File: config.mk
export PLATFORM = sky130hd
export DESIGN_NAME = eyr_front
export DESIGN_NICKNAME = d
export VERILOG_FILES = /design/src/design/eyr_pkg.sv /design/src/design/eyr_front.sv
export SDC_FILE = /design/constraint.sdc
export NUM_CORES = 1
export LEC_CHECK = 0
export ABC_AREA = 0
export BUFFER_PORTS_ARGS = -buffer_cell sky130_fd_sc_hd__clkbuf_2
export CAP_MARGIN = 15
export CORE_UTILIZATION = 55
export CTS_CLUSTER_DIAMETER = 30
export DETAILED_ROUTE_END_ITERATION = 12
export PLACE_DENSITY = 0.75
export SLEW_MARGIN = 20
export SYNTH_ARGS = -nofsm -noshare
export SYNTH_HDL_FRONTEND = slang
export SYNTH_SLANG_ARGS = --single-unit
File: constraint.sdc
create_clock -name clock -period 8.91 [get_ports clock]
set_input_delay 1.782 -clock clock [delete_from_list [all_inputs] [get_ports clock]]
set_output_delay 1.782 -clock clock [all_outputs]
set_load 0.05 [all_outputs]
File: src/design/eyr_pkg.sv
// ----------------------------------------------------------------------------
// Euler rotation package
// Shared widths and types for the Y-X-Z Euler vector rotation block.
// ----------------------------------------------------------------------------
package eyr_pkg;
   localparam int ANGLE_BITS     = 16;
   localparam int VECTOR_BITS    = 32;
   localparam int TRIG_FRAC_BITS = 16;
   localparam int TRIG_BITS      = TRIG_FRAC_BITS + 2;
   localparam int QUARTER_BITS   = ANGLE_BITS - 2;
   localparam int SINE_LATENCY   = 15;

   typedef logic signed [VECTOR_BITS-1:0] vec_type;
   typedef logic [ANGLE_BITS-1:0]         angle_type;
   typedef logic signed [TRIG_BITS-1:0]   trig_type;

   typedef struct packed {
      vec_type   vx;
      vec_type   vy;
      vec_type   vz;
      angle_type ax;
      angle_type ay;
      angle_type az;
   } item_type;

   // Rounded product of two trig values, half up.
   function automatic trig_type tmul(input trig_type a, input trig_type b);
      logic signed [2*TRIG_BITS-1:0] p;
      p = a * b + (2*TRIG_BITS)'(1 <<< (TRIG_FRAC_BITS - 1));
      return trig_type'(p >>> TRIG_FRAC_BITS);
   endfunction
endpackage

File: src/design/eyr_front.sv
// ----------------------------------------------------------------------------
// Rotation front end
// Accepts items and writes them into a short queue for the datapath.
// ----------------------------------------------------------------------------
module eyr_front (
   input  logic              clock,
   input  logic              reset,
   input  logic              req_valid,
   output logic              req_ready,
   input  eyr_pkg::item_type req_item,
   output logic              q_valid,
   input  logic              q_ready,
   output eyr_pkg::item_type q_item
);
   import eyr_pkg::*;

   item_type   mem_ff [4];
   logic [2:0] wp_ff, rp_ff;
   logic       push, pop;

   assign req_ready = (wp_ff - rp_ff) != 3'd4;
   assign q_valid   = wp_ff != rp_ff;
   assign push      = req_valid && req_ready;
   assign pop       = q_valid && q_ready;
   assign q_item    = mem_ff[rp_ff[1:0]];

   always_ff @(posedge clock) begin
      if (push) mem_ff[wp_ff[1:0]] <= req_item;
      if (reset) begin
         wp_ff <= '0;
         rp_ff <= '0;
      end else begin
         if (push) wp_ff <= wp_ff + 3'd1;
         if (pop)  rp_ff <= rp_ff + 3'd1;
      end
   end
endmodule

# After elaboration in Yosys (flattened, before gate mapping)
# Memories as Yosys holds them, arrays and structs flattened. A register that Yosys moved wholly into a read port is not among the register bits.
# Index checks and enable logic that the tools add are counted.
# word_totals
reg_bits	6
latchBits	0
ramBits	576
rom_bits	0
input_bits	148
elab_cells	14
mem_count	1
# classes
add_sub_neg	3
multipliers	0
div_mod_pow	0
order_cmp	0
n_eq_ne	2
shift	0
muxes	4
bitwise	0
n_reduce_logical	2
# mem_list
memory	words	word_bits	rd	rd_clocked_by_memory_dff	write_ports	line	source
mem_ff	4	144	1	1	1	eyr_front.sv:17	item_type mem_ff [4];
# op_table
op	n
$add A3 B1 Y3 const B	2
$mux W2	2
$ne A3 B3 Y1	1
$ne A3 B3 Y1 const B	1
$sub A3 B3 Y3	1
$logic_and A1 B1 Y1	2
$mux W1	2

# Longest topological paths before layout
# Gate-level depths: netlist of run 1.
# depth
ltp_word	5
depth_mapped	6
depth_no_buf	6

# Worst setup path before layout of run 1
# Ideal clock, no wire load.
# synth_timing
kind	input to register
start	in req_valid
end	reg wp_ff[2]
arrival_ps	6641
required_ps	8829
path_slack_ps	2188
stages	3
path_buffers	0
cell_sequence	nand2_1 -> a31oi_2 -> mux2_1
# synth_via
elab_chain_len	1
# synth_lines
element	line	source
start, declared	eyr_front.sv:8	input logic req_valid,
$logic_and A1 B1 Y1	eyr_front.sv:23	assign push = req_valid && req_ready;
end signal, assigned	eyr_front.sv:33	if (push) wp_ff <= wp_ff + 3'd1;
end, declared	eyr_front.sv:18	logic [2:0] wp_ff, rp_ff;
# No other way between the ends.
# A chain may end at the register's enable or synchronous reset.

==> results.txt, run 1 <==
Status -> complete, no violations
Largest fanout on the critical path -> 48
Worst clock skew -> 0.0189 ns
Setup TNS -> 0 ns
Die width -> 198 um
Total Power Consumption -> 9570 uW
Clock tree from TritonCTS -> done
Post-synthesis average cell area -> 26.4 um^2
Met2 layer usage reported by global route -> 34.5%
Drt via density -> 5.47
Reg-to-reg startpoint -> wp_ff[0]
Most common library cell in the layout ignoring fill and taps -> edfxtp_1
Row count -> 71
Most utilized layer in the global route result -> met2
Count of mapped cells out of synthesis -> 803
Worst hold path cell count -> 2
Clock root buffer -> clkbuf_16
Number of buffers created by CTS -> 106
Worst Hold Launch -> rp_ff[1]
Reported leakage power -> 0.00927 uW
Largest net degree at the start of global routing -> 70
Buffer depth of the longest clock path -> 3
Placeable Area -> 37800 um^2
Number of vias in the routed layout -> 9794
Worst Tran Pin Value -> 1.02 ns
Asr flop ratio synth -> 0%
Startpoint-to-endpoint class of the critical path -> reg2out
Shortest clock period the worst path allows after layout -> 4.87 ns
Wire length per cell after detailed routing -> 23.5 um
Setup violations, final -> 0
Starting density of the core -> 56.2%
Adder-cell area share of the yosys netlist -> 0.413%
Clock H-tree levels -> 3
Met1 demand-to-capacity share in global routing -> 28.2%
Initial antenna violation count -> 7
Combinational family with the most area after synthesis -> multiplexers
Floorplan die height -> 198 um
Net count, final -> 1340
Via count of the first global-routing pass -> 10.5k
DPL Wire Length -> 23500 um
Path category of the worst min-delay check -> reg2reg
Period utilisation layout -> 54.7%
Max Transition Viols Final -> 0
Relative slew margins -> 31.9%
Highest-count cells in the layout ignoring fill and taps -> edfxtp_1 (576), clkbuf_2 (293), mux4_2 (144)
Number of cells on the worst reg-to-reg path -> 7
Multiplexer area fraction after synthesis -> 15.5%
Post-synthesis share of cell area spent on xor and xnor gates -> 0.277%
Area overhead of the layout relative to synthesis -> 26.8%
Total of warnings raised by yosys -> 0
Share of the synthesized area in compound gates (AO/OA/AOI/OAI) -> 0.177%
Seq/Total Area, Yosys -> 82.3%
Total detailed-routing wirelength -> 42100 um
Post-CTS Hold Fix Bufs -> 0
Postcts setup bufs -> 0
RSZ-0062 raised after global routing -> no
Met3 usage in global routing -> 7.87%
Worst-skew pair later-pin latency -> 0.61 ns
Number of remaining DRC errors -> 0
Number of buffers added on ports -> 293
Count of endpoints failing hold in the final timing report -> 0
Area of the die -> 39300 um^2
Count of maximum capacitance violations -> 0
Maximum frequency from static timing analysis -> 205 MHz
Count of flip-flops with a built-in enable after synthesis -> 576
#FFs+latches synth -> 584
Net Count, Synth -> 958
Most instantiated flip-flop cell in the synthesis netlist -> edfxtp_1
Clock slew seen by the registers of the worst setup and hold paths -> 0.05 ns
Routability congestion estimate -> 0.712
Antenna violation net count after detailed routing -> 0
Post-synthesis instance area -> 21200 um^2
Global routing usage summed across all routing layers -> 21.8%
Post-synthesis share of cell area spent on and, or, nand and nor gates -> 0.419%
Wire length of the first global-routing pass -> 62100 um
Startpoint kind of the worst setup timing path -> register
Data required time of the worst path -> 7.13 ns
Aggregate global routing overflow -> 0
Reg-to-reg endpoint -> mem_ff[0][45]
Register-to-register setup slack -> 5.50 ns
First-pass iteration count of the detailed router -> 5
Fraction of layout instances using a drive strength above 1 -> 50.4%
Arrival time of data at the critical path endpoint -> 3.09 ns
Crit path capture type -> output pin
Num ports -> 294
Ratio of total power to cell area -> 356 nW/um^2
Number of violations reported at the end of detailed-routing iteration 0 -> 601
Sink Count -> 584
Synth cell types -> 24
Worst VDD drop -> 314 uV
PostCTS Resize Cnt -> 0
==> synth_stat cells, types with 2 or more instances <==
library cell,n,area [um^2]
inv_1,4,15.0
mux4_2,144,3240
clkbuf_1,9,33.8
xnor2_2,2,32.5
nor2_1,7,26.3
dfxtp_1,8,160
nor2b_1,2,12.5
and2_1,2,12.5
nand2_1,2,7.51
buf_2,17,85.1
buf_4,6,45.0
nand2b_1,2,12.5
ha_1,7,87.6
edfxtp_1,576,17300
nand3_1,2,10.0
xor2_1,3,26.3
a31oi_2,2,25.0
mux2i_1,2,20.0
==> kinds of logic (layout without fill, tap and decap cells) <==
| group | Yosys count | in the layout |
|---|---|---|
| DFF | 584 | 584 |
| muxes | 148 | 148 |
| buffers and inverters | 37 | 508 |
| and+or+nand+nor | 18 | 18 |
| adders and majority gates | 7 | 7 |
| xor gates and xnor gates | 5 | 5 |
| AOI/OAI and AO/OA | 4 | 4 |
| other | 0 | 5 |
==> sequential cells by signal (all words and copies together) (netlist names), named ones only <==
signal and cells:
rp_ff 3, mem_ff 576, wp_ff 3
==> routing by layer <==
| metal | part of all wire [%] | vias up |
|---|---|---|
| met5 | 0.11 | - |
| met4 | 1.8 | 8 |
| met3 | 8.7 | 56 |
| met2 | 49 | 335 |
| met1 | 40 | 5099 |
| li1 | - | 4296 |
==> worst max path at each step <==
stage	startpoint	slack [ns]	end	depth (start not counted)
finish	register	4.04	q_item[36]	3
global route	register	3.77	q_item[36]	3
CTS	register	3.90	q_item[69]	3
detailed placement	register	4.55	q_item[69]	3
global placement	register	4.55	q_item[36]	3
floorplan	req_valid	2.19	wp_ff[2]	3
==> through the flow <==
stage | cell area [um^2] | setup WS [ns] | hold WS (ns) | cells | utilization [%]
after global routing | 26900 | 3.77 | 0.585 | 1786 | 71.2
after floorplan | 21200 | 2.19 | 0.498 | 803 | -
after CTS | 26800 | 3.90 | 0.554 | 1784 | 71.1
after global placement | 23300 | 4.55 | 0.531 | 1587 | 61.6
final | 26900 | 4.04 | 0.549 | 1790 | 71.2
after detailed placement | 23300 | 4.55 | 0.545 | 1587 | 61.6
==> power by group <==
| group | internal (uW) | switching, uW | total (uW) |
|---|---|---|---|
| Clock | 2570 | 1360 | 3930 |
| Sequential | 3350 | 100 | 3450 |
| Combinational | 623 | 1570 | 2190 |
| Total | 6540 | 3030 | 9570 |
==> critical path, cell delays in order, from the launching register on <==
cell and delay [ns]:
dfxtp_4 0.67, buf_4 0.80, mux4_2 0.64, clkbuf_2 0.27
==> area by class of cell <==
cell class                      count  area [um^2]
Antenna cell                        5         12.5
Clock buffer                      116         2750
Clock inverter                     81          832
Fill cell                        2194        10900
Inverter                            4         15.0
Multi-Input combinational cell    182         3580
Sequential cell                   584        17500
Tap cell                          511          639
Timing Repair Buffer              307         1590
Note: power is estimated with default switching activity, not from simulation.
==> run 2: changes to the inputs <==
- clock period: 8.91 -> 5 ns (I/O delays scaled with it)
==> run 2 against run 1 <==
  * Non-clock buffer count rose by 1
  * Hold slack improved by 0.0012 ns
  * Combinational power rose by 81%
  * Count of clock-buffer cells in the layout fell by 3
  * Total power rose by 81%
  * Critical path type unchanged
==> results.txt, run 2 (synthesis gave the netlist of run 1 again) <==
Drt via density -> 5.56
Final design instance area without fill -> 27100 um^2
Startpoint kind of the worst setup timing path -> register
Most common library cell in the layout ignoring fill and taps -> edfxtp_1
Ratio of total power to cell area -> 641 nW/um^2
Worst hold path cell count -> 2
Number of cells on the worst reg-to-reg path -> 7
Data required time of the worst path -> 4.00 ns
First-pass iteration count of the detailed router -> 5
Net count, final -> 1342
Worst clock skew -> 0.0246 ns
Setup TNS -> 0 ns
Gate power share -> 22.9%
Shortest clock period the worst path allows after layout -> 3.70 ns
Sink Count -> 584
Final core occ -> 71.7%
Highest-count cells in the layout ignoring fill and taps -> edfxtp_1 (576), clkbuf_2 (293), mux4_2 (144)
Max Transition Viols Final -> 0
DPL Wire Length -> 23100 um
Buffer depth of the longest clock path -> 3
Status -> complete, no violations
Antenna violation net count after detailed routing -> 0
Placed insts -> 1589
Worst Tran Pin Value -> 0.890 ns
Via count of the first global-routing pass -> 10.6k
Worst VDD drop -> 457 uV
RSZ-0062 raised after global routing -> no
Number of flip-flops in the largest register -> 576
Clock root buffer -> clkbuf_16
Register-to-register setup slack -> 1.87 ns
Startpoint-to-endpoint class of the critical path -> reg2out
Crit path capture type -> output pin
Critical path's slowest cell -> dfxtp_4
Area of the die -> 39300 um^2
Fraction of layout instances using a drive strength above 1 -> 49.8%
Aggregate global routing overflow -> 0
Area overhead of the layout relative to synthesis -> 27.7%
Clock slew seen by the registers of the worst setup and hold paths -> 0.05 ns
Number of buffers created by CTS -> 107
Postcts setup bufs -> 0
Placeable Area -> 37800 um^2
Post-Place Cell Area -> 23400 um^2
Routability congestion estimate -> 0.736
Path category of the worst min-delay check -> reg2reg
Arrival time of data at the critical path endpoint -> 2.70 ns
Cells along the critical path -> buf_4 -> mux4_2 -> clkbuf_2
Sw Ratio -> 31.2%
Number of vias in the routed layout -> 9943
Clock tree from TritonCTS -> done
Post-CTS Hold Fix Bufs -> 0
Initial antenna violation count -> 6
Wire length of the first global-routing pass -> 63500 um
Count of endpoints failing hold in the final timing report -> 0
Global routing usage summed across all routing layers -> 22.2%
Relative slew margins -> 40.6%
Switching power summed over all nets -> 5420 uW
Reported leakage power -> 0.00939 uW
Number of buffers added on ports -> 293
Number of violations reported at the end of detailed-routing iteration 0 -> 629
Floorplan die height -> 198 um
Maximum frequency from static timing analysis -> 270 MHz
Worst-skew pair later-pin latency -> 0.62 ns
Largest fanout on the critical path -> 33
Count of maximum capacitance violations -> 0
Delay of the slowest cell on the worst path -> 0.81 ns
Row count -> 71
Wire length per cell after detailed routing -> 23.7 um
Largest net degree at the start of global routing -> 131
Number of remaining DRC errors -> 0
Die width -> 198 um
Clock H-tree levels -> 3
Part of the total power dissipated in the clock network -> 41.7%
Starting density of the core -> 56.2%
Num ports -> 294
Design internal power -> 11900 uW
Period utilisation layout -> 74.0%
Setup violations, final -> 0
PostCTS Resize Cnt -> 0
Fin cells -> 1788
Total detailed-routing wirelength -> 42500 um
Sequential fraction of design power -> 35.5%
-- run 2: changes by cell type in the layout (fill, tap and decap cells not counted), sizes merged --
cell      before  now
inv           21   20
clkinvlp      21    8
bufinv        11   17
diode          5    2
buf           14   15
clkinv        32   43
clkbuf       409  406
-- run 2: critical path, delay by kind of cell (launching register included) --
kind	cells	cell delay, ns
flip-flops	1	0.81
multiplexers	1	0.56
buffers and inverters	2	0.68
-- run 2: worst paths after layout --
path / start / endpoint
max: register / q_item[114]
min: wp_ff[1] / wp_ff[1]
max reg2reg: wp_ff[0] / mem_ff[0][105]
min reg2reg: wp_ff[1] / wp_ff[1]
-- run 2: layout make-up --
| type | instances | area, um^2 |
|---|---|---|
| tap | 511 | 639 |
| clock buffer | 113 | 2700 |
| inverter | 4 | 15.0 |
| timing repair buffer | 308 | 1690 |
| clock inverter | 84 | 990 |
| multi-input combinational | 182 | 3580 |
| sequential | 584 | 17500 |
| fill | 2153 | 10700 |
| antenna | 2 | 5.00 |
-- run 2: power groups by stage --
| stage | logic (uW) | clock network (uW) | registers (uW) |
|---|---|---|---|
| 2_1_floorplan | 3100 | 0 | 6140 |
| 3_3_place_gp | 3980 | 0 | 6210 |
| 3_5_place_dp | 4000 | 0 | 6240 |
| 4_1_cts | 4030 | 7330 | 6170 |
| 5_1_grt | 4150 | 7560 | 6200 |
| 6_report | 3970 | 7230 | 6150 |
-- run 2: per-layer routing --
metal	vias up	wire length, um	GRT usage, %
met4	8	862	7.52
met5	-	53	0
met3	73	3840	8.18
li1	4306	-	-
met2	372	20600	34.3
met1	5184	17000	29.4
-- run 2: per-stage QoR --
step | hold slack [ns] | setup WS [ns] | total power (uW)
6_report | 0.551 | 1.30 | 17400
5_1_grt | 0.562 | 1.08 | 17900
4_1_cts | 0.552 | 1.17 | 17500
3_5_place_dp | 0.535 | 1.85 | 10200
3_3_place_gp | 0.520 | 1.85 | 10200
2_1_floorplan | 0.498 | 0.921 | 9250
